<file path="config.mk">
export PLATFORM = sky130hd
export DESIGN_NAME = seven_segment_number_frame_core
export DESIGN_NICKNAME = d
export VERILOG_FILES = /design/src/rtl/core/ssnf_pkg.sv /design/src/rtl/core/ssnf_front.sv /design/src/rtl/core/ssnf_queue.sv /design/src/rtl/core/ssnf_back.sv /design/src/rtl/core/seven_segment_number_frame_core.sv
export SDC_FILE = /design/constraint.sdc
export NUM_CORES = 1
export LEC_CHECK = 0
export BUFFER_PORTS_ARGS = -buffer_cell sky130_fd_sc_hd__buf_2
export CORE_ASPECT_RATIO = 1.25
export CORE_MARGIN = 2
export CORE_UTILIZATION = 45
export CTS_BUF_LIST = sky130_fd_sc_hd__clkbuf_8 sky130_fd_sc_hd__clkbuf_16
export CTS_CLUSTER_DIAMETER = 100
export CTS_CLUSTER_SIZE = 40
export DETAILED_ROUTE_END_ITERATION = 12
export GPL_ROUTABILITY_DRIVEN = 0
export GPL_TIMING_DRIVEN = 0
export RECOVER_POWER = 25
export REMOVE_ABC_BUFFERS = 1
export SLEW_MARGIN = 20
export SYNTH_ARGS = -nofsm -noshare
export SYNTH_HDL_FRONTEND = slang
export SYNTH_SLANG_ARGS = --single-unit
</file>
<file path="constraint.sdc">
create_clock -name aclk -period 7.5 [get_ports aclk]
set_clock_uncertainty 0.05 [all_clocks]
set_input_delay 1.875 -clock aclk [delete_from_list [all_inputs] [get_ports aclk]]
set_output_delay 1.875 -clock aclk [all_outputs]
set_load 0.01 [all_outputs]
</file>
<file path="src/rtl/core/ssnf_pkg.sv">
// Shared constants, types and the segment table for the number frame core.
`timescale 1ns / 1ps

package ssnf_pkg;

    localparam int MAX_DIGITS_DEF = 4;

    localparam logic [7:0] CMD_DATA  = 8'h40;
    localparam logic [7:0] CMD_ADDR  = 8'hC0;
    localparam logic [7:0] CMD_CTRL  = 8'h80;
    localparam logic [7:0] SEG_MINUS = 8'h40;
    localparam logic [7:0] SEG_BLANK = 8'h00;

    // Configuration register indexes
    localparam logic [1:0] REG_BRIGHTNESS = 2'd0;
    localparam logic [1:0] REG_DISPLAY_ON = 2'd1;

    // Fixed-point reciprocal of ten, exact for 16-bit dividends
    localparam logic [16:0] RECIP10       = 17'd52429;
    localparam int          RECIP10_SHIFT = 19;

    typedef struct packed {
        logic [2:0] len;
        logic [1:0] pos;
    } frame_hdr_t;

    typedef struct packed {
        logic [2:0] brightness;
        logic       display_on;
    } ctrl_cfg_t;

    function automatic logic [7:0] seg_lookup(input logic [3:0] d);
        logic [7:0] s;
        unique case (d)
            4'h0: s = 8'h3F;
            4'h1: s = 8'h06;
            4'h2: s = 8'h5B;
            4'h3: s = 8'h4F;
            4'h4: s = 8'h66;
            4'h5: s = 8'h6D;
            4'h6: s = 8'h7D;
            4'h7: s = 8'h07;
            4'h8: s = 8'h7F;
            4'h9: s = 8'h6F;
            4'hA: s = 8'h77;
            4'hB: s = 8'h7C;
            4'hC: s = 8'h39;
            4'hD: s = 8'h5E;
            4'hE: s = 8'h79;
            default: s = 8'h71;
        endcase
        return s;
    endfunction

endpackage

</file>
<file path="src/rtl/core/ssnf_front.sv">
// Front end: accepts a number and builds its segment bytes, one place per cycle, the last place held while q_full.
`timescale 1ns / 1ps

module ssnf_front #(
    parameter int MAX_DIGITS = ssnf_pkg::MAX_DIGITS_DEF
) (
    input  logic                      aclk,
    input  logic                      aresetn,
    input  logic                      in_valid,
    output logic                      in_ready,
    input  logic                      radix_hex,
    input  logic                      negative,
    input  logic [15:0]               magnitude,
    input  logic [7:0]                dot_mask,
    input  logic                      keep_leading_zeros,
    input  logic [2:0]                digit_count,
    input  logic [1:0]                first_position,
    output logic                      push,
    input  logic                      q_full,
    output ssnf_pkg::frame_hdr_t      push_hdr,
    output logic [MAX_DIGITS*8-1:0]   push_places
);
    import ssnf_pkg::*;

    localparam int IDX_W = (MAX_DIGITS > 1) ? $clog2(MAX_DIGITS) : 1;

    logic                    busy_reg, busy_next;
    logic [15:0]             m_reg, m_next;
    logic                    hex_reg, neg_reg, neg_next, keep_reg, zb_reg;
    logic [7:0]              dots_reg;
    logic [2:0]              idx_reg, idx_next;
    frame_hdr_t              hdr_reg;
    logic [MAX_DIGITS*8-1:0] places_reg, places_next;

    logic [2:0]  len_clamped;
    logic [32:0] prod;
    logic [15:0] q, q10, rem;
    logic [3:0]  d;
    logic [15:0] m_div;
    logic [7:0]  cur_byte;
    logic        step_go;

    assign in_ready = !busy_reg;

    always_comb begin
        len_clamped = digit_count;
        if (digit_count == 3'd0) begin
            len_clamped = 3'd1;
        end else if (digit_count > 3'(MAX_DIGITS)) begin
            len_clamped = 3'(MAX_DIGITS);
        end
    end

    // Next digit: divide by ten via reciprocal multiply, or nibble split for hex
    always_comb begin
        prod = 33'(m_reg) * 33'(RECIP10);
        q    = 16'(prod[32:RECIP10_SHIFT]);
        q10  = {q[12:0], 3'b000} + {q[14:0], 1'b0};
        rem  = m_reg - q10;
        if (hex_reg) begin
            d     = m_reg[3:0];
            m_div = {4'h0, m_reg[15:4]};
        end else begin
            d     = rem[3:0];
            m_div = q;
        end
    end

    always_comb begin
        neg_next = neg_reg;
        if (zb_reg) begin
            // zero with blanking: single '0' in the rightmost place
            cur_byte = (idx_reg == hdr_reg.len - 3'd1) ? seg_lookup(4'h0) : SEG_BLANK;
        end else begin
            if (m_reg == 16'd0 && !keep_reg) begin
                cur_byte = SEG_BLANK;
            end else begin
                cur_byte = seg_lookup(d);
            end
            if (m_reg == 16'd0 && neg_reg) begin
                cur_byte = SEG_MINUS;
                neg_next = 1'b0;
            end
        end
        cur_byte[7] = cur_byte[7] | dots_reg[3'd7 - idx_reg];
    end

    assign step_go = busy_reg && (idx_reg != 3'd0 || !q_full);
    assign push    = busy_reg && idx_reg == 3'd0 && !q_full;

    always_comb begin
        push_places       = places_reg;
        push_places[7:0]  = cur_byte;
        places_next       = places_reg;
        places_next[8*IDX_W'(idx_reg) +: 8] = cur_byte;
    end
    assign push_hdr = hdr_reg;

    always_comb begin
        busy_next = busy_reg;
        idx_next  = idx_reg;
        if (in_valid && in_ready) begin
            busy_next = 1'b1;
            idx_next  = len_clamped - 3'd1;
        end else if (step_go) begin
            if (idx_reg == 3'd0) begin
                busy_next = 1'b0;
            end else begin
                idx_next = idx_reg - 3'd1;
            end
        end
    end

    always_ff @(posedge aclk) begin
        if (!aresetn) begin
            busy_reg <= 1'b0;
            idx_reg  <= 3'd0;
        end else begin
            busy_reg <= busy_next;
            idx_reg  <= idx_next;
        end
    end

    always_ff @(posedge aclk) begin
        if (in_valid && in_ready) begin
            m_reg       <= magnitude;
            hex_reg     <= radix_hex;
            neg_reg     <= negative && !radix_hex;
            keep_reg    <= keep_leading_zeros;
            zb_reg      <= (magnitude == 16'd0) && !keep_leading_zeros;
            dots_reg    <= dot_mask;
            hdr_reg.len <= len_clamped;
            hdr_reg.pos <= first_position;
        end else if (step_go) begin
            m_reg      <= m_div;
            neg_reg    <= neg_next;
            places_reg <= places_next;
        end
    end

endmodule

</file>
<file path="src/rtl/core/ssnf_queue.sv">
// Two-entry queue between the digit builder and the byte sequencer.
`timescale 1ns / 1ps

module ssnf_queue #(
    parameter int WIDTH = 8
) (
    input  logic             aclk,
    input  logic             aresetn,
    input  logic             push,
    input  logic [WIDTH-1:0] push_data,
    output logic             full,
    input  logic             pop,
    output logic             not_empty,
    output logic [WIDTH-1:0] head_data
);
    logic [WIDTH-1:0] mem_reg [2];
    logic             wr_ptr_reg, rd_ptr_reg;
    logic [1:0]       count_reg, count_next;

    assign full      = count_reg == 2'd2;
    assign not_empty = count_reg != 2'd0;
    assign head_data = mem_reg[rd_ptr_reg];

    always_comb begin
        count_next = count_reg;
        if (push && !pop) begin
            count_next = count_reg + 2'd1;
        end else if (pop && !push) begin
            count_next = count_reg - 2'd1;
        end
    end

    always_ff @(posedge aclk) begin
        if (!aresetn) begin
            wr_ptr_reg <= 1'b0;
            rd_ptr_reg <= 1'b0;
            count_reg  <= 2'd0;
        end else begin
            count_reg <= count_next;
            if (push) begin
                wr_ptr_reg <= !wr_ptr_reg;
            end
            if (pop) begin
                rd_ptr_reg <= !rd_ptr_reg;
            end
        end
    end

    always_ff @(posedge aclk) begin
        if (push) begin
            mem_reg[wr_ptr_reg] <= push_data;
        end
    end

endmodule

</file>
<file path="src/rtl/core/ssnf_back.sv">
// Back end: walks one frame and emits its command and segment words.
`timescale 1ns / 1ps

module ssnf_back #(
    parameter int MAX_DIGITS = ssnf_pkg::MAX_DIGITS_DEF
) (
    input  logic                    aclk,
    input  logic                    aresetn,
    input  logic                    q_not_empty,
    input  ssnf_pkg::frame_hdr_t    q_hdr,
    input  logic [MAX_DIGITS*8-1:0] q_places,
    output logic                    pop,
    input  ssnf_pkg::ctrl_cfg_t     cfg,
    output logic                    out_valid,
    input  logic                    out_ready,
    output logic [7:0]              out_byte,
    output logic                    out_start,
    output logic                    out_stop,
    output logic                    out_last
);
    import ssnf_pkg::*;

    localparam int IDX_W = (MAX_DIGITS > 1) ? $clog2(MAX_DIGITS) : 1;

    logic [2:0] k_reg, k_next;
    logic       valid_reg, valid_next;
    logic [7:0] byte_reg, byte_next;
    logic       start_reg, start_next, stop_reg, stop_next, last_reg, last_next;
    logic       advance, final_word;
    logic [2:0] place_idx;

    assign advance    = !valid_reg || out_ready;
    assign final_word = k_reg == q_hdr.len + 3'd2;
    assign pop        = advance && q_not_empty && final_word;
    assign place_idx  = k_reg - 3'd2;

    always_comb begin
        k_next     = k_reg;
        valid_next = valid_reg;
        byte_next  = byte_reg;
        start_next = start_reg;
        stop_next  = stop_reg;
        last_next  = last_reg;
        if (advance) begin
            valid_next = q_not_empty;
            if (q_not_empty) begin
                k_next    = final_word ? 3'd0 : k_reg + 3'd1;
                last_next = final_word;
                if (k_reg == 3'd0) begin
                    byte_next  = CMD_DATA;
                    start_next = 1'b1;
                    stop_next  = 1'b1;
                end else if (k_reg == 3'd1) begin
                    byte_next  = CMD_ADDR | {6'd0, q_hdr.pos};
                    start_next = 1'b1;
                    stop_next  = 1'b0;
                end else if (final_word) begin
                    byte_next  = CMD_CTRL | {4'd0, cfg.display_on, cfg.brightness};
                    start_next = 1'b1;
                    stop_next  = 1'b1;
                end else begin
                    byte_next  = q_places[8*IDX_W'(place_idx) +: 8];
                    start_next = 1'b0;
                    stop_next  = k_reg == q_hdr.len + 3'd1;
                end
            end
        end
    end

    always_ff @(posedge aclk) begin
        if (!aresetn) begin
            k_reg     <= 3'd0;
            valid_reg <= 1'b0;
        end else begin
            k_reg     <= k_next;
            valid_reg <= valid_next;
        end
    end

    always_ff @(posedge aclk) begin
        byte_reg  <= byte_next;
        start_reg <= start_next;
        stop_reg  <= stop_next;
        last_reg  <= last_next;
    end

    assign out_valid = valid_reg;
    assign out_byte  = byte_reg;
    assign out_start = start_reg;
    assign out_stop  = stop_reg;
    assign out_last  = last_reg;

endmodule

</file>
<file path="src/rtl/core/seven_segment_number_frame_core.sv">
// Top level of the seven-segment number frame core.
//
//  channel  dir  handshake            payload
//  s_       in   s_tvalid/s_tready    s_tdata, s_tuser: one number to show
//  m_       out  m_tvalid/m_tready    m_tdata, m_tuser, m_tlast: frame words
//  cfg_     in   cfg_valid/cfg_ready  cfg_index, cfg_data: register writes
//
// A number yields 3 + digit_count words, digit_count clamped to 1..MAX_DIGITS,
// one per cycle while m_tready is high. The digit builder takes one divide
// step per place; the word sequencer behind the two-entry queue sets the rate.
// A new number is taken while earlier frames still drain from the queue.
// aresetn is synchronous; it empties the queue and output register and
// clears both configuration registers. cfg_ready is always high.
`timescale 1ns / 1ps

module seven_segment_number_frame_core #(
    parameter int MAX_DIGITS = ssnf_pkg::MAX_DIGITS_DEF
) (
    input  logic        aclk,
    input  logic        aresetn,
    input  logic        s_tvalid,
    output logic        s_tready,
    // [15:0] magnitude, [23:16] dot_mask, [24] keep_leading_zeros,
    // [27:25] digit_count, [29:28] first_position, [31:30] zero
    input  logic [31:0] s_tdata,
    // [0] radix_hex, [1] negative
    input  logic [1:0]  s_tuser,
    output logic        m_tvalid,
    input  logic        m_tready,
    // [7:0] bus_byte
    output logic [7:0]  m_tdata,
    // [0] start_before, [1] stop_after
    output logic [1:0]  m_tuser,
    output logic        m_tlast,
    input  logic        cfg_valid,
    output logic        cfg_ready,
    input  logic [1:0]  cfg_index,
    input  logic [2:0]  cfg_data
);
    import ssnf_pkg::*;

    localparam int ENTRY_W = $bits(frame_hdr_t) + MAX_DIGITS * 8;

    ctrl_cfg_t               cfg_reg;
    logic                    push, q_full, pop, q_not_empty;
    frame_hdr_t              push_hdr, head_hdr;
    logic [MAX_DIGITS*8-1:0] push_places, head_places;
    logic [ENTRY_W-1:0]      head_data;

    assign cfg_ready = 1'b1;

    always_ff @(posedge aclk) begin
        if (!aresetn) begin
            cfg_reg <= '0;
        end else if (cfg_valid && cfg_ready) begin
            if (cfg_index == REG_BRIGHTNESS) begin
                cfg_reg.brightness <= cfg_data;
            end else if (cfg_index == REG_DISPLAY_ON) begin
                cfg_reg.display_on <= cfg_data[0];
            end
        end
    end

    ssnf_front #(.MAX_DIGITS(MAX_DIGITS)) u_front (
        .aclk               (aclk),
        .aresetn            (aresetn),
        .in_valid           (s_tvalid),
        .in_ready           (s_tready),
        .radix_hex          (s_tuser[0]),
        .negative           (s_tuser[1]),
        .magnitude          (s_tdata[15:0]),
        .dot_mask           (s_tdata[23:16]),
        .keep_leading_zeros (s_tdata[24]),
        .digit_count        (s_tdata[27:25]),
        .first_position     (s_tdata[29:28]),
        .push               (push),
        .q_full             (q_full),
        .push_hdr           (push_hdr),
        .push_places        (push_places)
    );

    ssnf_queue #(.WIDTH(ENTRY_W)) u_queue (
        .aclk      (aclk),
        .aresetn   (aresetn),
        .push      (push),
        .push_data ({push_hdr, push_places}),
        .full      (q_full),
        .pop       (pop),
        .not_empty (q_not_empty),
        .head_data (head_data)
    );

    assign head_hdr    = head_data[ENTRY_W-1 -: $bits(frame_hdr_t)];
    assign head_places = head_data[MAX_DIGITS*8-1:0];

    ssnf_back #(.MAX_DIGITS(MAX_DIGITS)) u_back (
        .aclk        (aclk),
        .aresetn     (aresetn),
        .q_not_empty (q_not_empty),
        .q_hdr       (head_hdr),
        .q_places    (head_places),
        .pop         (pop),
        .cfg         (cfg_reg),
        .out_valid   (m_tvalid),
        .out_ready   (m_tready),
        .out_byte    (m_tdata),
        .out_start   (m_tuser[0]),
        .out_stop    (m_tuser[1]),
        .out_last    (m_tlast)
    );

    // The control word closes every frame with both marks.
    assert property (@(posedge aclk) disable iff (!aresetn)
        m_tvalid && m_tlast |-> m_tuser[0] && m_tuser[1] && m_tdata[7:6] == 2'b10)
        else $error("frame end word malformed");

    // Address word: start mark, no stop mark.
    assert property (@(posedge aclk) disable iff (!aresetn)
        m_tvalid && m_tuser[0] && !m_tuser[1] |-> m_tdata[7:2] == 6'b110000)
        else $error("address word malformed");

    // Reset leaves no word pending.
    assert property (@(posedge aclk) !aresetn |=> !m_tvalid)
        else $error("output valid after reset");

endmodule

</file>
# ---- After elaboration in Yosys (flattened, before gate mapping)
# Memories as Yosys holds them, arrays and structs flattened. A register that Yosys moved wholly into a read port is not among the register bits.
# Cells that the tools add are included.
dict set report word_totals {
  ram_bits 74
  reg_bits 92
  output_inout_bits 14
  input_bits 44
  rom_bits 112
  mem_count 2
}
dict set report classes {
  magnitude_cmp 2
  n_eq_ne 8
  n_bitwise 3
  shift 3
  n_mux 35
  mul 1
  reduce_logical 45
  n_addsub 13
}
# name words width read_ports rd_clocked_by_memory_dff write_ports line_no
set memory_table {}
lappend memory_table {{(no name shown)} 16 7 1 0 0 ssnf_pkg.sv:34} ;# unique case (d)
lappend memory_table {u_queue.mem_reg 2 37 1 1 1 ssnf_queue.sv:16} ;# logic [WIDTH-1:0] mem_reg [2];
# operator count
set ops {}
lappend ops {{$mux W8} 5}
lappend ops {{$neg A5 Y34} 1}
lappend ops {{$shift A8 B34 Y32 const A} 1}
lappend ops {{$shiftx A8 B34 Y32} 1}
lappend ops {{$bwmux W32} 1}
lappend ops {{$logic_not A16 Y1} 2}
lappend ops {{$mul A16 B16 Y32 const B} 1}
lappend ops {{$mux W16} 2}
lappend ops {{$shiftx A32 B6 Y8} 1}
lappend ops {{$mux W3} 6}
lappend ops {{$mux W1} 15}
lappend ops {{$mux W13} 1}
lappend ops {{$logic_and A1 B1 Y1} 12}
lappend ops {{$logic_not A1 Y1} 10}
lappend ops {{$reduce_and A2 Y1} 5}
lappend ops {{$reduce_bool A2 Y1} 5}
lappend ops {{$eq A3 B3 Y1} 3}
lappend ops {{$logic_not A3 Y1} 3}
lappend ops {{$sub A3 B1 Y3 const B} 3}
lappend ops {{$add A3 B1 Y3 const B} 2}
lappend ops {{$mux W6} 1}
lappend ops {{$reduce_and A3 Y1} 2}
lappend ops {{$add A4 B4 Y4} 1}
lappend ops {{$lt A3 B4 Y1 const B} 1}
lappend ops {{21 further kinds} 25}

# ---- Depth between registers and ports, before layout
# An unclocked memory read counts as a cell.
dict set report depth {
  ltp_word 11
  mapped_depth 29
}

# ---- By module
# From an unflattened synthesis, not the netlist that was laid out.
dict set report unflattened {
  hier_cells 1009
  area_unflattened_um2 12011.5
}
# mod cells_each area_per_inst_um2 n_inst seq_area_each_um2
set by_module_without_submodules {}
lappend by_module_without_submodules {ssnf_front 768 7881.3 1 1791.7}
lappend by_module_without_submodules {ssnf_queue 137 2899.0 1 2322.2}
lappend by_module_without_submodules {ssnf_back 85 1047.3 1 410.4}
lappend by_module_without_submodules {seven_segment_number_frame_core 19 183.9 1 80.1}

# ---- Worst setup path before layout
# Ideal clock, no wire load.
dict set report synth_timing {
  path_kind {flip-flop to flip-flop}
  start {register u_front.m_reg[3]}
  end {memory u_queue.mem_reg[0][6] in the netlist's numbering (data pin)}
  required_time_ns 7.187
  period_less_slack_ns 7.020
  arrival_time_ns 6.707
  path_stages_with_launch 27
  path_slack_ns 0.480
  setup_time_ns 0.263
  n_path_buf 1
  path_cell_list {edfxtp_1 -> buf_2 -> inv_1 -> ha_1 -> inv_1 -> fa_1 -> inv_1 -> fa_1 -> fa_1 -> fa_1 -> inv_1 -> fa_1 -> inv_1 -> ha_1 -> nand3_1 -> o211a_1 -> o211ai_1 -> o311a_1 -> nor2_1 -> xnor2_1 -> ha_1 -> a221oi_2 -> xor3_2 -> a21oi_2 -> a2111o_1 -> a31oi_2 -> inv_1}
}
dict set report synth_via {
  elab_chain_cells 8
  elab_cells_between_ends 11
  classes_between {add/sub: 2; mul: 1; mux: 4; reduce/logical: 3; memory: 1}
}
# item line_no
set synth_rtl {}
lappend synth_rtl {{start: declaration} ssnf_front.sv:28} ;# logic [15:0] m_reg, m_next;
lappend synth_rtl {{start signal: assignment} ssnf_front.sv:126} ;# m_reg <= magnitude;
lappend synth_rtl {{start signal: assignment} ssnf_front.sv:135} ;# m_reg <= m_div;
lappend synth_rtl {{$mul A16 B16 Y32} ssnf_front.sv:56} ;# prod = 33'(m_reg) * 33'(RECIP10);
lappend synth_rtl {{$add A4 B4 Y4} ssnf_front.sv:58} ;# q10 = {q[12:0], 3'b000} + {q[14:0], 1'b0};
lappend synth_rtl {{$sub A4 B4 Y4} ssnf_front.sv:59} ;# rem = m_reg - q10;
lappend synth_rtl {{$mux W4} ssnf_front.sv:60} ;# if (hex_reg) begin
lappend synth_rtl {{$mem_v2 Z16 W7} --}
lappend synth_rtl {{$mux W8} ssnf_front.sv:75} ;# if (m_reg == 16'd0 && !keep_reg) begin
lappend synth_rtl {{$mux W8 (*)} ssnf_front.sv:80} ;# if (m_reg == 16'd0 && neg_reg) begin
lappend synth_rtl {{$mux W8 (*)} ssnf_front.sv:71} ;# if (zb_reg) begin
lappend synth_rtl {{via push_places[6]} seven_segment_number_frame_core.sv:47} ;# logic [MAX_DIGITS*8-1:0] push_places, head_places;
lappend synth_rtl {{end: declaration} ssnf_queue.sv:16}
# The timed path passes the listed nets; every way through them passes the cells marked *.

# ---- Final worst setup path
# Ends and elaborated chain as after synthesis.

==> metrics.md <==
| Metric | Value |
|---|---|
| Clock buffer depth | 2 |
| Drt via density | around 5.3 |
| Post-Syn Instances | around 1,000 |
| CTS clk-pin slew, worst paths | approximately 70 ps |
| Reg2Reg Depth | 24 |
| NumNets Final | 1,366 |
| DPL Wire Length | around 20,000 um |
| Worst EP arrival | 7470 ps |
| First drt pass iteration count | 6 |
| Core box area | 25,930 um^2 |
| Hold WS | roughly 400 ps |
| CP Data Required Time | 7620 ps |
| Std cell rows | between 60 and 70 |
| Crit. Startpoint | u_front.m_reg[3] |
| Async SR Flop Fraction | 0 |
| Clock tree sinks | 159 |
| EDFF count, synth | roughly 140 |
| Final Max Tran Viols | 0 |
| Kind of start point of the critical path | flip-flop |
| Min-Delay Startpoint | u_front.places_reg[10] |
| Final Hold Vio Count | 0 |
| GRT Total Usage | 0.2060 |
| Synth Register Bits | between 150 and 200 |
| Htree depth | 4 |
| Via Count | about 7,600 |
| Min cycle time layout | around 7400 ps |
| Worst hold path type | flip-flop to flip-flop |
| Initial antenna violation count | 0 |
| Die width | approximately 150 um |
| First-pass GRT wire length | 42,470 um |
| Worst Setup End Kind | flip-flop |
| Share of post-route cells with drive strength above 1 | 0.1705 |
| Post-Syn Area | between 10,000 and 15,000 um^2 |
| Top FF cell, synth | edfxtp_1 |
| CTS tree | yes |
| Final WL | ~27,000 um |
| Skew-Pair Late Insertion Delay | approximately 430 ps |
| Syn. warnings | 0 |
| Worst relative slew slack | 0.2552 |
| Number of flip-flops in the largest register | between 70 and 80 |
| Root Buffer | clkbuf_16 |
| Number of global-route vias before repair | slightly below 8,000 |
| Reg2reg start | u_front.m_reg[3] |
| Maxcap violations | 0 |
| WL per Instance | 18.86 um |
| Status | finished clean |
| Hold_buf cts | 0 |
| Ports | between 50 and 60 |
| Critical path class | flip-flop to flip-flop |
| Period Utilization, post-route | 0.9806 |
| Num CTS Buffers | 17 |
| Mean Syn Cell Area | 11.81 um^2 |
| Count of cell types in the netlist | 74 |
| Largest net degree at the start of global routing | 31 |
| Tightest Pin Transition | between 1000 and 1500 ps |
| Final setup fails | 0 |
| Sequential-to-total area share from yosys stat | 0.3902 |
| Initial Utilization | 0.4551 |
| Total grt overflow | 0 |
| Die Ht | around 190 um |
| Critical path fanouts, max | 10 |
| Hold-critical path depth | 0 |
| Layout overhead on the synthesized area | 14.78% |
| Die Area | about 28,000 um^2 |
| Remaining DRCs | 0 |
| Total Neg Setup Slack | 0 ps |
| Initial drt markers | between 400 and 500 |
| Maximum clock rate | between 100 and 150 MHz |
| Post-route ant nets | 0 |
| Number of diodes | 0 |
| PortBufs | 54 |
==> per-layer routing <==
layer / global-route usage / share of wire / wire, um / vias up
li1: - / - / - / 3634
met1: 0.2435 / 0.39 / 10690 / 3712
met2: 0.3680 / 0.53 / 14240 / 211
met3: 0.03177 / 0.038 / 1032 / 60
met4: 0.09600 / 0.042 / 1142 / 0
met5: 0 / 0 / 0 / -
==> Yosys cell counts (all sizes together) (6+ instances only) <==
cell	instances	area (um^2)
xor2	11	96.34
buf	6	42.53
nor2	52	195.2
nor2b	14	87.58
nand3	12	60.06
xnor2	17	148.9
a31oi	8	56.30
ha	158	1977
nor3	15	90.09
nand4	7	43.79
clkbuf	19	71.32
edfxtp	142	4264
and2	14	87.58
mux4	18	405.4
mux2i	19	193.9
fa	80	1602
a211oi	6	62.56
o21a	9	76.32
o21ai	14	73.82
dfxtp	17	340.3
inv	180	675.7
a21oi	36	187.7
nor4	6	37.54
nand2	56	210.2
a21o	8	60.06
==> critical path, stage by stage (launching register included) <==
cell	delay, ps
edfxtp_1	430
buf_6	190
ha_1	300
inv_1	70
fa_1	560
inv_1	60
fa_1	550
fa_1	460
fa_1	570
fa_2	480
ha_4	280
a21oi_2	180
o211a_1	210
o211ai_1	110
o311a_4	380
nor2_4	150
xnor2_4	170
ha_4	260
a221oi_4	310
buf_4	170
xnor3_2	210
nor3_2	80
a2111o_1	510
a31oi_4	230
inv_1	80
==> repair_timing <==
action,in CTS,in global routing
resized for setup,18,18
buffers inserted,8,23
setup endpoints to repair,35,35
pin swaps,5,10
cloned,0,0
==> layout make-up <==
| class | instances | area, um^2 |
|---|---|---|
| clock buffer | 20 | 500.5 |
| clock inverter | 12 | 131.4 |
| fill | 2300 | 12390 |
| inverter | 180 | 685.7 |
| multi-input combinational | 635 | 6620 |
| sequential | 159 | 4606 |
| tap | 340 | 425.4 |
| timing repair buffer | 91 | 575.6 |
==> metrics by stage <==
| stage | utilization | setup slack [ps] | cells | area [um^2] |
|---|---|---|---|---|
| 6_report | 0.5223 | 145.7 | 1437 | 13540 |
| 5_1_grt | 0.5223 | -23.99 | 1437 | 13540 |
| 4_1_cts | 0.5120 | 19.00 | 1414 | 13280 |
| 3_5_place_dp | 0.4807 | -901.7 | 1374 | 12470 |
| 3_3_place_gp | 0.4775 | -911.5 | 1368 | 12380 |
| 2_1_floorplan | - | 388.2 | 974 | 11690 |
==> worst paths after layout <==
kind / endpoint / slack, ps
max: u_queue.mem_reg[0][6] / 150
min: u_queue.mem_reg[1][10] / 400
max reg2reg: u_queue.mem_reg[0][6] / 150
min reg2reg: u_queue.mem_reg[1][10] / 400
==> cell families (layout without fill, tap and decap cells) <==
family,count (synthesis),in the layout,synth area share
xor gates and xnor gates,30,30,0.02481
adders and majority gates,238,238,0.3033
DFF,159,159,0.3902
other,1,1,0.0003178
AOI/OAI and AO/OA,125,125,0.07677
buffers and inverters,205,303,0.06691
muxes,40,40,0.05365
and+or+nand+nor,201,201,0.08408
==> cell usage in the layout, fill, tap and decap left out, drive strengths merged, types with 5 or more instances in the layout <==
| cell | count |
|---|---|
| a211oi | 6 |
| and2 | 14 |
| mux2i | 19 |
| a31oi | 8 |
| nor3 | 15 |
| nand3 | 12 |
| edfxtp | 142 |
| o31a | 5 |
| nand4 | 7 |
| o22ai | 5 |
| xor2 | 11 |
| o211ai | 5 |
| a21o | 8 |
| nor2b | 14 |
| xnor2 | 17 |
| fa | 80 |
| mux4 | 18 |
| o21a | 9 |
| dfxtp | 17 |
| inv | 185 |
| nor4 | 6 |
| clkbuf | 24 |
| buf | 87 |
| nand2 | 56 |
| a21oi | 36 |
| ha | 158 |
| o21ai | 14 |
| nor2 | 52 |
Power is left out: the tool's default activity adds up to more than one toggle a clock period on the data nets, which glitch-free logic cannot reach.
